--- src/i2cm_pkg.sv ---
package i2cm_pkg;

   localparam int DELAY_WIDTH   = 16;
   localparam int TIMEOUT_WIDTH = 24;

   // csr port
   localparam int CSR_ADDR_WIDTH = 1;
   localparam int CSR_DATA_WIDTH = (TIMEOUT_WIDTH > DELAY_WIDTH) ? TIMEOUT_WIDTH : DELAY_WIDTH;
   localparam logic [CSR_ADDR_WIDTH-1:0] CSR_HALF_PERIOD   = 1'b0;
   localparam logic [CSR_ADDR_WIDTH-1:0] CSR_STRETCH_LIMIT = 1'b1;

   localparam logic [DELAY_WIDTH-1:0]   HALF_PERIOD_RESET   = DELAY_WIDTH'(250);
   localparam logic [TIMEOUT_WIDTH-1:0] STRETCH_LIMIT_RESET = TIMEOUT_WIDTH'(200000);

   localparam int BYTE_WIDTH = 8;

   // queue between front and back, depth must be a power of two
   localparam int QUEUE_DEPTH = 4;
   localparam int PTR_WIDTH   = $clog2(QUEUE_DEPTH);
   localparam int CNT_WIDTH   = $clog2(QUEUE_DEPTH + 1);

   // one decoded tick as it travels through the queue
   typedef struct packed {
      logic                  cmd;
      logic                  op;
      logic                  start;
      logic                  stop;
      logic                  nack;
      logic [BYTE_WIDTH-1:0] shift_init;
      logic                  scl;
      logic                  sda;
   } item_type;

endpackage

--- src/i2cm_front.sv ---
module i2cm_front import i2cm_pkg::*; (
   input  logic                  clock,
   input  logic                  reset,
   input  logic                  req_valid,
   output logic                  req_stall,
   input  logic                  req_cmd_valid,
   input  logic                  req_op,
   input  logic                  req_with_start,
   input  logic                  req_with_stop,
   input  logic [BYTE_WIDTH-1:0] req_tx_byte,
   input  logic                  req_master_nack,
   input  logic                  req_scl_in,
   input  logic                  req_sda_in,
   output item_type              q_item,
   output logic                  q_valid,
   input  logic                  q_pop
);

   item_type                 entry;
   item_type                 queue_ff [QUEUE_DEPTH];
   logic [PTR_WIDTH-1:0]     wr_ptr_ff, wr_ptr_in;
   logic [PTR_WIDTH-1:0]     rd_ptr_ff, rd_ptr_in;
   logic [CNT_WIDTH-1:0]     count_ff, count_in;
   logic                     push;

   // start is a write-only option; reads begin with an empty shift register
   always_comb begin
      entry.cmd        = req_cmd_valid;
      entry.op         = req_op;
      entry.start      = req_with_start & ~req_op;
      entry.stop       = req_with_stop;
      entry.nack       = req_master_nack;
      entry.shift_init = req_op ? '0 : req_tx_byte;
      entry.scl        = req_scl_in;
      entry.sda        = req_sda_in;
   end

   assign req_stall = (count_ff == CNT_WIDTH'(QUEUE_DEPTH));
   assign push      = req_valid & ~req_stall;
   assign q_valid   = (count_ff != '0);
   assign q_item    = queue_ff[rd_ptr_ff];

   always_comb begin
      wr_ptr_in = push  ? PTR_WIDTH'(wr_ptr_ff + 1'b1) : wr_ptr_ff;
      rd_ptr_in = q_pop ? PTR_WIDTH'(rd_ptr_ff + 1'b1) : rd_ptr_ff;
      unique case ({push, q_pop})
         2'b10:   count_in = CNT_WIDTH'(count_ff + 1'b1);
         2'b01:   count_in = CNT_WIDTH'(count_ff - 1'b1);
         default: count_in = count_ff;
      endcase
   end

   always_ff @(posedge clock) begin
      if (reset) begin
         wr_ptr_ff <= '0;
         rd_ptr_ff <= '0;
         count_ff  <= '0;
      end else begin
         wr_ptr_ff <= wr_ptr_in;
         rd_ptr_ff <= rd_ptr_in;
         count_ff  <= count_in;
      end
   end

   always_ff @(posedge clock) begin
      if (push) begin
         queue_ff[wr_ptr_ff] <= entry;
      end
   end

endmodule

--- src/i2cm_back.sv ---
module i2cm_back import i2cm_pkg::*; (
   input  logic                      clock,
   input  logic                      reset,
   input  item_type                  q_item,
   input  logic                      q_valid,
   output logic                      q_pop,
   input  logic                      csr_write,
   input  logic [CSR_ADDR_WIDTH-1:0] csr_addr,
   input  logic [CSR_DATA_WIDTH-1:0] csr_wdata,
   output logic                      rsp_valid,
   input  logic                      rsp_stall,
   output logic                      rsp_scl_release,
   output logic                      rsp_sda_release,
   output logic                      rsp_busy_res,
   output logic                      rsp_done_res,
   output logic [BYTE_WIDTH-1:0]     rsp_rx_byte,
   output logic                      rsp_slave_nack,
   output logic                      rsp_stretch_timeout
);

   localparam logic [3:0] PH_IDLE    = 4'd0;
   localparam logic [3:0] PH_RS_SDA  = 4'd1;
   localparam logic [3:0] PH_RS_SCL  = 4'd2;
   localparam logic [3:0] PH_RS_HOLD = 4'd3;
   localparam logic [3:0] PH_ST_SDA  = 4'd4;
   localparam logic [3:0] PH_WB_SET  = 4'd5;
   localparam logic [3:0] PH_WB_SCL  = 4'd6;
   localparam logic [3:0] PH_WB_WAIT = 4'd7;
   localparam logic [3:0] PH_RB_REL  = 4'd8;
   localparam logic [3:0] PH_RB_WAIT = 4'd9;
   localparam logic [3:0] PH_RB_HOLD = 4'd10;
   localparam logic [3:0] PH_SP_SDA  = 4'd11;
   localparam logic [3:0] PH_SP_SCL  = 4'd12;
   localparam logic [3:0] PH_SP_HOLD = 4'd13;
   localparam logic [3:0] PH_SP_REL  = 4'd14;

   localparam logic [3:0] BYTE_BITS = 4'(BYTE_WIDTH);

   // cmd latch bit positions
   localparam int LATCH_OP   = 0;
   localparam int LATCH_STOP = 1;
   localparam int LATCH_NACK = 2;

   // data bits go in the direction of the command, the ack bit the other way
   function automatic logic [3:0] bit_phase(input logic op, input logic [3:0] bit_idx);
      logic is_ack;
      is_ack = (bit_idx >= BYTE_BITS);
      return (op == is_ack) ? PH_WB_SET : PH_RB_REL;
   endfunction

   logic [DELAY_WIDTH-1:0]   half_period_ff;
   logic [TIMEOUT_WIDTH-1:0] stretch_limit_ff;

   logic [3:0]               phase_ff, phase_in;
   logic [DELAY_WIDTH-1:0]   delay_count_ff, delay_count_in;
   logic [TIMEOUT_WIDTH-1:0] stretch_count_ff, stretch_count_in;
   logic [3:0]               bit_index_ff, bit_index_in;
   logic [BYTE_WIDTH-1:0]    shift_reg_ff, shift_reg_in;
   logic                     bus_started_ff, bus_started_in;
   logic [2:0]               cmd_latch_ff, cmd_latch_in;
   logic                     timeout_seen_ff, timeout_seen_in;
   logic                     scl_line_ff, scl_line_in;
   logic                     sda_line_ff, sda_line_in;
   logic                     ack_bit_ff, ack_bit_in;

   logic                     rsp_valid_ff;
   logic                     rsp_scl_ff, rsp_sda_ff, rsp_busy_ff, rsp_done_ff;
   logic [BYTE_WIDTH-1:0]    rsp_rx_byte_ff;
   logic                     rsp_slave_nack_ff, rsp_timeout_ff;

   logic                     advance;
   logic                     done_now;
   logic                     do_enter;
   logic [3:0]               target;
   logic [DELAY_WIDTH-1:0]   dc_inc;
   logic [TIMEOUT_WIDTH-1:0] sc_inc;
   logic                     delay_hit;
   logic                     stretch_hit;
   logic                     wait_hit;

   // the output register frees up when empty or when its transaction is taken
   assign advance = q_valid & (~rsp_valid_ff | ~rsp_stall);
   assign q_pop   = advance;

   always_comb begin
      phase_in         = phase_ff;
      delay_count_in   = delay_count_ff;
      stretch_count_in = stretch_count_ff;
      bit_index_in     = bit_index_ff;
      shift_reg_in     = shift_reg_ff;
      bus_started_in   = bus_started_ff;
      cmd_latch_in     = cmd_latch_ff;
      timeout_seen_in  = timeout_seen_ff;
      scl_line_in      = scl_line_ff;
      sda_line_in      = sda_line_ff;
      ack_bit_in       = ack_bit_ff;
      done_now         = 1'b0;
      do_enter         = 1'b0;
      target           = PH_IDLE;

      dc_inc      = DELAY_WIDTH'(delay_count_ff + 1'b1);
      sc_inc      = TIMEOUT_WIDTH'(stretch_count_ff + 1'b1);
      delay_hit   = (half_period_ff == '0) || (dc_inc >= half_period_ff);
      stretch_hit = (stretch_limit_ff == '0) || (sc_inc >= stretch_limit_ff);
      wait_hit    = q_item.scl | stretch_hit;

      unique case (phase_ff)
         PH_IDLE: begin
            if (q_item.cmd) begin
               cmd_latch_in    = {q_item.nack, q_item.stop, q_item.op};
               timeout_seen_in = 1'b0;
               ack_bit_in      = 1'b0;
               bit_index_in    = '0;
               shift_reg_in    = q_item.shift_init;
               do_enter        = 1'b1;
               if (q_item.start) begin
                  target = bus_started_ff ? PH_RS_SDA : PH_ST_SDA;
               end else begin
                  target = bit_phase(q_item.op, 4'd0);
               end
            end
         end
         PH_RS_SDA, PH_RS_HOLD, PH_WB_SET, PH_WB_SCL, PH_RB_REL, PH_SP_SDA,
         PH_SP_HOLD: begin
            delay_count_in = dc_inc;
            if (delay_hit) begin
               do_enter = 1'b1;
               unique case (phase_ff)
                  PH_RS_SDA:  target = PH_RS_SCL;
                  PH_RS_HOLD: target = PH_ST_SDA;
                  PH_WB_SET:  target = PH_WB_SCL;
                  PH_WB_SCL:  target = PH_WB_WAIT;
                  PH_RB_REL:  target = PH_RB_WAIT;
                  PH_SP_SDA:  target = PH_SP_SCL;
                  default:    target = PH_SP_REL;
               endcase
            end
         end
         PH_RS_SCL, PH_RB_WAIT, PH_SP_SCL: begin
            if (!q_item.scl) begin
               stretch_count_in = sc_inc;
               if (stretch_hit) begin
                  timeout_seen_in = 1'b1;
               end
            end
            if (wait_hit) begin
               do_enter = 1'b1;
               unique case (phase_ff)
                  PH_RS_SCL:  target = PH_RS_HOLD;
                  PH_RB_WAIT: target = PH_RB_HOLD;
                  default:    target = PH_SP_HOLD;
               endcase
            end
         end
         PH_ST_SDA: begin
            delay_count_in = dc_inc;
            if (delay_hit) begin
               scl_line_in    = 1'b0;
               bus_started_in = 1'b1;
               do_enter       = 1'b1;
               target         = bit_phase(cmd_latch_ff[LATCH_OP], bit_index_ff);
            end
         end
         PH_WB_WAIT, PH_RB_HOLD: begin
            if (phase_ff == PH_WB_WAIT) begin
               if (!q_item.scl) begin
                  stretch_count_in = sc_inc;
                  if (stretch_hit) begin
                     timeout_seen_in = 1'b1;
                  end
               end
            end else begin
               delay_count_in = dc_inc;
            end
            if ((phase_ff == PH_WB_WAIT) ? wait_hit : delay_hit) begin
               if (bit_index_ff < BYTE_BITS) begin
                  shift_reg_in = (phase_ff == PH_WB_WAIT) ?
                                 {shift_reg_ff[BYTE_WIDTH-2:0], 1'b0} :
                                 {shift_reg_ff[BYTE_WIDTH-2:0], q_item.sda};
               end else if (phase_ff == PH_RB_HOLD) begin
                  ack_bit_in = q_item.sda;
               end
               scl_line_in  = 1'b0;
               bit_index_in = 4'(bit_index_ff + 1'b1);
               // past the ack bit: stop or finish
               if (bit_index_in > BYTE_BITS) begin
                  if (cmd_latch_ff[LATCH_STOP]) begin
                     do_enter = 1'b1;
                     target   = PH_SP_SDA;
                  end else begin
                     phase_in = PH_IDLE;
                     done_now = 1'b1;
                  end
               end else begin
                  do_enter = 1'b1;
                  target   = bit_phase(cmd_latch_ff[LATCH_OP], bit_index_in);
               end
            end
         end
         PH_SP_REL: begin
            delay_count_in = dc_inc;
            if (delay_hit) begin
               bus_started_in = 1'b0;
               phase_in       = PH_IDLE;
               done_now       = 1'b1;
            end
         end
         default: begin
            phase_in = PH_IDLE;
         end
      endcase

      // phase entry resets both timers and, for a phase that owns a line, sets that line
      if (do_enter) begin
         phase_in         = target;
         delay_count_in   = '0;
         stretch_count_in = '0;
         unique case (target)
            PH_RS_SDA, PH_RB_REL, PH_SP_REL:            sda_line_in = 1'b1;
            PH_RS_SCL, PH_WB_SCL, PH_RB_WAIT, PH_SP_SCL: scl_line_in = 1'b1;
            PH_ST_SDA, PH_SP_SDA:                       sda_line_in = 1'b0;
            PH_WB_SET: begin
               sda_line_in = (bit_index_in < BYTE_BITS) ? shift_reg_in[BYTE_WIDTH-1] :
                                                          cmd_latch_in[LATCH_NACK];
            end
            default: ;
         endcase
      end
   end

   always_ff @(posedge clock) begin
      if (reset) begin
         half_period_ff   <= HALF_PERIOD_RESET;
         stretch_limit_ff <= STRETCH_LIMIT_RESET;
      end else if (csr_write) begin
         unique case (csr_addr)
            CSR_HALF_PERIOD:   half_period_ff   <= csr_wdata[DELAY_WIDTH-1:0];
            CSR_STRETCH_LIMIT: stretch_limit_ff <= csr_wdata[TIMEOUT_WIDTH-1:0];
         endcase
      end
   end

   always_ff @(posedge clock) begin
      if (reset) begin
         phase_ff         <= PH_IDLE;
         delay_count_ff   <= '0;
         stretch_count_ff <= '0;
         bit_index_ff     <= '0;
         shift_reg_ff     <= '0;
         bus_started_ff   <= 1'b0;
         cmd_latch_ff     <= '0;
         timeout_seen_ff  <= 1'b0;
         scl_line_ff      <= 1'b1;
         sda_line_ff      <= 1'b1;
         ack_bit_ff       <= 1'b0;
         rsp_valid_ff     <= 1'b0;
      end else begin
         if (advance) begin
            phase_ff         <= phase_in;
            delay_count_ff   <= delay_count_in;
            stretch_count_ff <= stretch_count_in;
            bit_index_ff     <= bit_index_in;
            shift_reg_ff     <= shift_reg_in;
            bus_started_ff   <= bus_started_in;
            cmd_latch_ff     <= cmd_latch_in;
            timeout_seen_ff  <= timeout_seen_in;
            scl_line_ff      <= scl_line_in;
            sda_line_ff      <= sda_line_in;
            ack_bit_ff       <= ack_bit_in;
            rsp_valid_ff     <= 1'b1;
         end else if (!rsp_stall) begin
            rsp_valid_ff     <= 1'b0;
         end
      end
   end

   always_ff @(posedge clock) begin
      if (advance) begin
         rsp_scl_ff        <= scl_line_in;
         rsp_sda_ff        <= sda_line_in;
         rsp_busy_ff       <= (phase_in != PH_IDLE);
         rsp_done_ff       <= done_now;
         rsp_rx_byte_ff    <= (done_now && cmd_latch_in[LATCH_OP]) ? shift_reg_in : '0;
         rsp_slave_nack_ff <= done_now & ~cmd_latch_in[LATCH_OP] & ack_bit_in;
         rsp_timeout_ff    <= done_now & timeout_seen_in;
      end
   end

   assign rsp_valid           = rsp_valid_ff;
   assign rsp_scl_release     = rsp_scl_ff;
   assign rsp_sda_release     = rsp_sda_ff;
   assign rsp_busy_res        = rsp_busy_ff;
   assign rsp_done_res        = rsp_done_ff;
   assign rsp_rx_byte         = rsp_rx_byte_ff;
   assign rsp_slave_nack      = rsp_slave_nack_ff;
   assign rsp_stretch_timeout = rsp_timeout_ff;

endmodule

--- src/i2c_master_byte_engine_core.sv ---
// a taken tick passes through the queue and then the sequencer's output register before its result is offered
// throughput: one tick per cycle while the queue has room; the sequencer steps once for each queued tick
// a four-entry queue in front of the sequencer absorbs result-side stalls
// reset: queue empty, sequencer idle, both lines released, bus not started,
// half period 250 ticks, stretch limit 200000 ticks
module i2c_master_byte_engine_core import i2cm_pkg::*; (
   input  logic                      clock,
   input  logic                      reset,
   input  logic                      req_valid,
   output logic                      req_stall,
   input  logic                      req_cmd_valid,
   input  logic                      req_op,
   input  logic                      req_with_start,
   input  logic                      req_with_stop,
   input  logic [BYTE_WIDTH-1:0]     req_tx_byte,
   input  logic                      req_master_nack,
   input  logic                      req_scl_in,
   input  logic                      req_sda_in,
   output logic                      rsp_valid,
   input  logic                      rsp_stall,
   output logic                      rsp_scl_release,
   output logic                      rsp_sda_release,
   output logic                      rsp_busy_res,
   output logic                      rsp_done_res,
   output logic [BYTE_WIDTH-1:0]     rsp_rx_byte,
   output logic                      rsp_slave_nack,
   output logic                      rsp_stretch_timeout,
   input  logic                      csr_write,
   input  logic [CSR_ADDR_WIDTH-1:0] csr_addr,
   input  logic [CSR_DATA_WIDTH-1:0] csr_wdata
);

   item_type q_item;
   logic     q_valid;
   logic     q_pop;

   i2cm_front u_front (
      .clock           (clock),
      .reset           (reset),
      .req_valid       (req_valid),
      .req_stall       (req_stall),
      .req_cmd_valid   (req_cmd_valid),
      .req_op          (req_op),
      .req_with_start  (req_with_start),
      .req_with_stop   (req_with_stop),
      .req_tx_byte     (req_tx_byte),
      .req_master_nack (req_master_nack),
      .req_scl_in      (req_scl_in),
      .req_sda_in      (req_sda_in),
      .q_item          (q_item),
      .q_valid         (q_valid),
      .q_pop           (q_pop)
   );

   i2cm_back u_back (
      .clock               (clock),
      .reset               (reset),
      .q_item              (q_item),
      .q_valid             (q_valid),
      .q_pop               (q_pop),
      .csr_write           (csr_write),
      .csr_addr            (csr_addr),
      .csr_wdata           (csr_wdata),
      .rsp_valid           (rsp_valid),
      .rsp_stall           (rsp_stall),
      .rsp_scl_release     (rsp_scl_release),
      .rsp_sda_release     (rsp_sda_release),
      .rsp_busy_res        (rsp_busy_res),
      .rsp_done_res        (rsp_done_res),
      .rsp_rx_byte         (rsp_rx_byte),
      .rsp_slave_nack      (rsp_slave_nack),
      .rsp_stretch_timeout (rsp_stretch_timeout)
   );

   // a completing transaction leaves the sequencer idle
   a_done_not_busy: assert property (@(posedge clock) disable iff (reset)
      rsp_valid && rsp_done_res |-> !rsp_busy_res)
      else $error("done reported while still busy");

   // result fields only carry data on completion
   a_fields_quiet: assert property (@(posedge clock) disable iff (reset)
      rsp_valid && !rsp_done_res |->
         rsp_rx_byte == '0 && !rsp_slave_nack && !rsp_stretch_timeout)
      else $error("result fields set without done");

   // a read never reports a slave nack and a write never returns data
   a_read_or_write: assert property (@(posedge clock) disable iff (reset)
      rsp_valid && rsp_done_res && rsp_slave_nack |-> rsp_rx_byte == '0)
      else $error("slave nack together with received data");

   // nothing is offered right after reset
   a_reset_empty: assert property (@(posedge clock)
      !reset && $past(reset) |-> !rsp_valid)
      else $error("transaction offered right after reset");

endmodule

--- config.mk ---
export PLATFORM = sky130hd
export DESIGN_NAME = i2c_master_byte_engine_core
export DESIGN_NICKNAME = d
export VERILOG_FILES = /design/src/i2cm_pkg.sv /design/src/i2cm_front.sv /design/src/i2cm_back.sv /design/src/i2c_master_byte_engine_core.sv
export SDC_FILE = /design/constraint.sdc
export NUM_CORES = 1
export LEC_CHECK = 0
export BUFFER_PORTS_ARGS = -buffer_cell sky130_fd_sc_hd__buf_2
export CAP_MARGIN = 20
export CORE_MARGIN = 2
export CORE_UTILIZATION = 40
export CTS_CLUSTER_SIZE = 24
export DETAILED_ROUTE_END_ITERATION = 8
export SLEW_MARGIN = 15
export SYNTH_ARGS = -nofsm -noshare
export SYNTH_HDL_FRONTEND = slang
export SYNTH_SLANG_ARGS = --single-unit
export TNS_END_PERCENT = 1
--- constraint.sdc ---
create_clock -name clock -period 13.35 [get_ports clock]
set_input_delay 2.0025 -clock clock [delete_from_list [all_inputs] [get_ports clock]]
set_output_delay 2.0025 -clock clock [all_outputs]
set_load 0.02 [all_outputs]
==> key figures <==
Run status
  • Status: complete, no violations

Setup path
  • CP most frequent cell: nand3_1
  • Crit path buffers/inverters: 1
  • CP Launch Type: register
  • Critical path peak fanout: 28
  • Arr. time, crit path: approximately 6.2 ns
  • Critical Path End Type: register
  • Reg2reg path depth: 19
  • Delay-heaviest family, CP: simple AND/OR/NAND/NOR gates
  • Slowest Stage Delay on Critical Path: 0.61 ns
  • WS Path Type: register to register
  • Worst R2R Start: u_back.stretch_count_ff[2]
  • CP required: 13.67 ns
  • R2r setup slk: roughly 7.5 ns
  • CP max-delay cell: o21ai_4
  • Worst R2R End: u_back.stretch_count_ff[9]
  • Crit-path cells: nand3_1, nor2_1, nand3_1, nor3_1, and4_1, and4_1, xor2_1, ha_1, nand3_1, a21boi_0, a311oi_1, nand3b_1, nor3_4, nor4b_1, or3_1, buf_4, o21ai_4, nor3_1, a31o_2

Logic synthesis
  • Seq cells post-synth: roughly 190
  • EDFF count, synth: 74
  • Post-synthesis sequential area ratio: 45.4%
  • Top FF cell, synth: dfxtp_1
  • Synth warn: 0
  • Syn_nets: approximately 1200
  • Synthesized area per cell: between 9 and 10 µm²
  • Synth Area in Simple Gates: between 20% and 30%
  • XOR/XNOR Fraction of Synth Area: between 4 and 5%
  • Netlist cell types: 76
  • Mux cell area share after synthesis: 4.13%
  • Synth Instances: between 1000 and 1500
  • Post-Synth Adder-Cell Area: under 10%
  • Largest family of logic cells by synthesized area: simple AND/OR/NAND/NOR gates
  • Asr flop ratio synth: 0%
  • Synth Cell Area: 0.00993 mm²
  • Post-synthesis compound-gate area fraction: approximately 15%

STA
  • Final Hold Viols: 0
  • Tmin final: roughly 5.9 ns
  • Post-Route Skew: approximately 0.015 ns
  • Relative slew slack: around 29%
  • Fmax: roughly 0.17 GHz
  • WHS: 0.454 ns
  • Slew Limit Fails: 0
  • Final period utilization: between 40% and 50%
  • Setup tns final: 0 ns
  • Worst-Margin Slew: 1.06 ns
  • Setup violators final: 0
  • RSZ-0062 raised after global routing: no

GRT
  • Initial antenna violation count: 0
  • Vias in the first global route: approximately 7400
  • First-pass GRT wire length: 38200 µm
  • Overflow after GRT: 0
  • Total GRT Usage: about 18%
  • Largest net degree at the start of global routing: 67

Drt
  • Per-cell routed wire length: ~17 µm
  • DR WL met2: 11200 µm
  • Antenna Nets Post-Route: 0
  • Aggregate routed wire length: about 24000 µm
  • Remaining DRCs: 0
  • Initial DRC count: 478
  • Wl on met1: about 11000 µm
  • Highest Signal Layer: met4
  • Vias per std cell: about 5.4
  • Overall via count from detail_route: just under 8000
  • Met3 wire length: roughly 1000 µm
  • 1st-pass router iterations: 7

Clock network
  • Post-CTS Resized: 0
  • # H-tree levels: 4
  • Post-CTS Setup Bufs: 0
  • CTS Hold Buffers Added: 0
  • CTS tree: done
  • Clk Tree Root Cell: clkbuf_16
  • CTS Sinks: approximately 190
  • Worst-path clk slew: 0.08 ns
  • Clk buf depth: 2
  • CTS Buf Count: 17
  • Clock Latency Late Sink: ~0.44 ns

Power
  • Power, Total: between 2000 and 2500 µW
  • Switching power: approximately 840 µW
  • Max VDD drop: ~0.096 mV
  • Switching portion of total power: between 40% and 50%
  • Clock power frac: a little over a quarter
  • Sequential power share: a little under two fifths
  • Leakage power: ~0.0041 µW
  • Cell-internal power: 1210 µW
  • Pwr per Cell Area: between 150 and 200 mW/mm²
  • Gate power share: a little over a third

Placement
  • Port-buffer cells: 60
  • RePlAce Congestion: 0.900
  • Hpwl dp: roughly 17000 µm

Floorplan
  • Core area: 0.0243 mm²
  • Std cell rows: 57
  • Initial core utilization: 40.8%
  • Die Y: ~160 µm
  • Io pins: 61
  • Die width: between 150 and 200 µm
  • Die ar.: between 0.02 and 0.03 mm²

Cells and area
  • Final nets: 1187
  • Share of layout cells above drive strength 1: between 10% and 20%
  • Syn-to-layout area delta: 12.2%
  • Fill count: ~2300
  • N_diodes: 0

Min path
  • Hold crit path type: register to register
  • Hold Crit Start: u_back.shift_reg_ff[7]
  • WHS Path Cells: 2
  • WHS Endpoint: u_back.shift_reg_ff[7]

Flow run
  • Max-Cap Viols: 0
[through the flow]
stage,area [µm²],utilization [%],setup slack [ns],instances
final,11100,45.8,7.46,1428
after detailed placement,10500,43.1,7.53,1396
after CTS,11100,45.8,7.48,1428
after global placement,10500,43.1,7.70,1396
after floorplan,9930,-,8.64,1055
after global routing,11100,45.8,6.97,1428
[how the worst max path moves through the flow]
stage / slack (ns) / depth (start not counted) / endpoint / start
6_report: 7.46 / 19 / u_back.stretch_count_ff[9] / u_back.stretch_count_ff[2]
5_1_grt: 6.97 / 20 / u_back.stretch_count_ff[14] / u_back.stretch_count_ff[0]
2_1_floorplan: 8.64 / 20 / u_back.rsp_busy_res / u_back.delay_count_ff[2]
4_1_cts: 7.48 / 19 / u_back.stretch_count_ff[9] / u_back.stretch_count_ff[2]
3_5_place_dp: 7.53 / 20 / u_back.stretch_count_ff[9] / u_back.stretch_count_ff[0]
3_3_place_gp: 7.70 / 19 / u_back.stretch_count_ff[12] / u_back.delay_count_ff[2]
[final cells by class]
cell class | count | area [µm²] | share of cell area (%)
multi-input combinational | 757 | 4990 | 44.7
inverter | 55 | 206 | 1.85
sequential | 188 | 4500 | 40.4
clock inverter | 15 | 225 | 2.02
tap | 324 | 405 | 3.64
timing repair buffer | 72 | 390 | 3.50
clock buffer | 17 | 425 | 3.82
[placed cells by master (no fill, tap or decap), types with 10 or more instances in the layout]
master,n
ha_1,50
edfxtp_1,74
xnor2_1,28
nand2_1,151
nor3_1,30
dfxtp_1,114
nand4_1,20
inv_1,53
a21oi_1,90
nor2_1,72
a211oi_1,10
o21ai_0,34
nand3_1,37
nor2b_1,20
buf_4,12
nor4_1,12
clkbuf_16,17
or2_2,10
mux4_2,15
buf_2,60
o211ai_1,17
xor2_1,19
[cells by family after synthesis]
logic type,after synthesis
DFF,188
buffers and inverters,110
AOI/OAI and AO/OA,228
and+or+nand+nor,409
adders and majority gates,51
muxes,22
xor gates and xnor gates,47
[worst min-delay path, stage by stage (launching register included)]
cell and delay [ns]:
dfxtp_1 0.31, nand2_1 0.05, a21oi_1 0.05
[routing by layer]
metal	vias to the layer above	GRT usage, %
met3	17	2.36
met5	-	0
met1	3699	25.3
met4	0	5.48
met2	172	30.6
li1	3880	-
[cells in the mapped netlist, types with 4 or more instances]
cell      instances  area, µm²
or3_1             7       43.8
nor4_1           12       75.1
nor3_1           30        150
buf_1             7       26.3
and3_1            8       50.1
edfxtp_1         74       2220
o21ai_0          34        170
or2_2            10       62.6
nand4_1          20        125
and2_1            9       56.3
ha_1             50        626
a211oi_1         10       75.1
nand2_1         151        567
o31ai_1           4       30.0
nand3_1          37        185
a311oi_1          4       35.0
and4_1            5       43.8
inv_1            53        199
nor2_1           72        270
nor2b_1          20        125
a22o_1            7       61.3
dfxtp_1         114       2280
a31o_2            8       70.1
xor2_1           19        166
mux4_2           15        338
a31oi_1           6       37.5
a32o_1            8       80.1
mux2i_1           5       50.1
nand2b_1          8       50.1
nand3b_1          9       67.6
a21oi_1          90        450
o211ai_1         17        128
clkbuf_1         40        150
buf_2             4       20.0
xnor2_1          28        245
[flip-flops by register name, indices dropped and copies added (netlist names), 2 cells and up, named ones only]
| name | flops |
|---|---|
| u_front.count_ff | 3 |
| u_back.rsp_rx_byte | 8 |
| u_front.rd_ptr_ff | 2 |
| u_back.bit_index_ff | 4 |
| u_front.queue_ff | 60 |
| u_back.shift_reg_ff | 8 |
| u_back.cmd_latch_ff | 3 |
| u_back.stretch_limit_ff | 24 |
| u_back.half_period_ff | 16 |
| u_back.phase_ff | 4 |
| u_front.wr_ptr_ff | 2 |
| u_back.delay_count_ff | 16 |
| u_back.stretch_count_ff | 24 |
[power by group through the flow]
stage	clock (µW)	sequential (µW)	combinational [µW]
after floorplan	0	763	553
after global placement	0	772	735
after detailed placement	0	774	737
after CTS	560	761	741
after global routing	580	772	810
final	546	761	737
No activity file was read; power rests on OpenSTA's default activity.
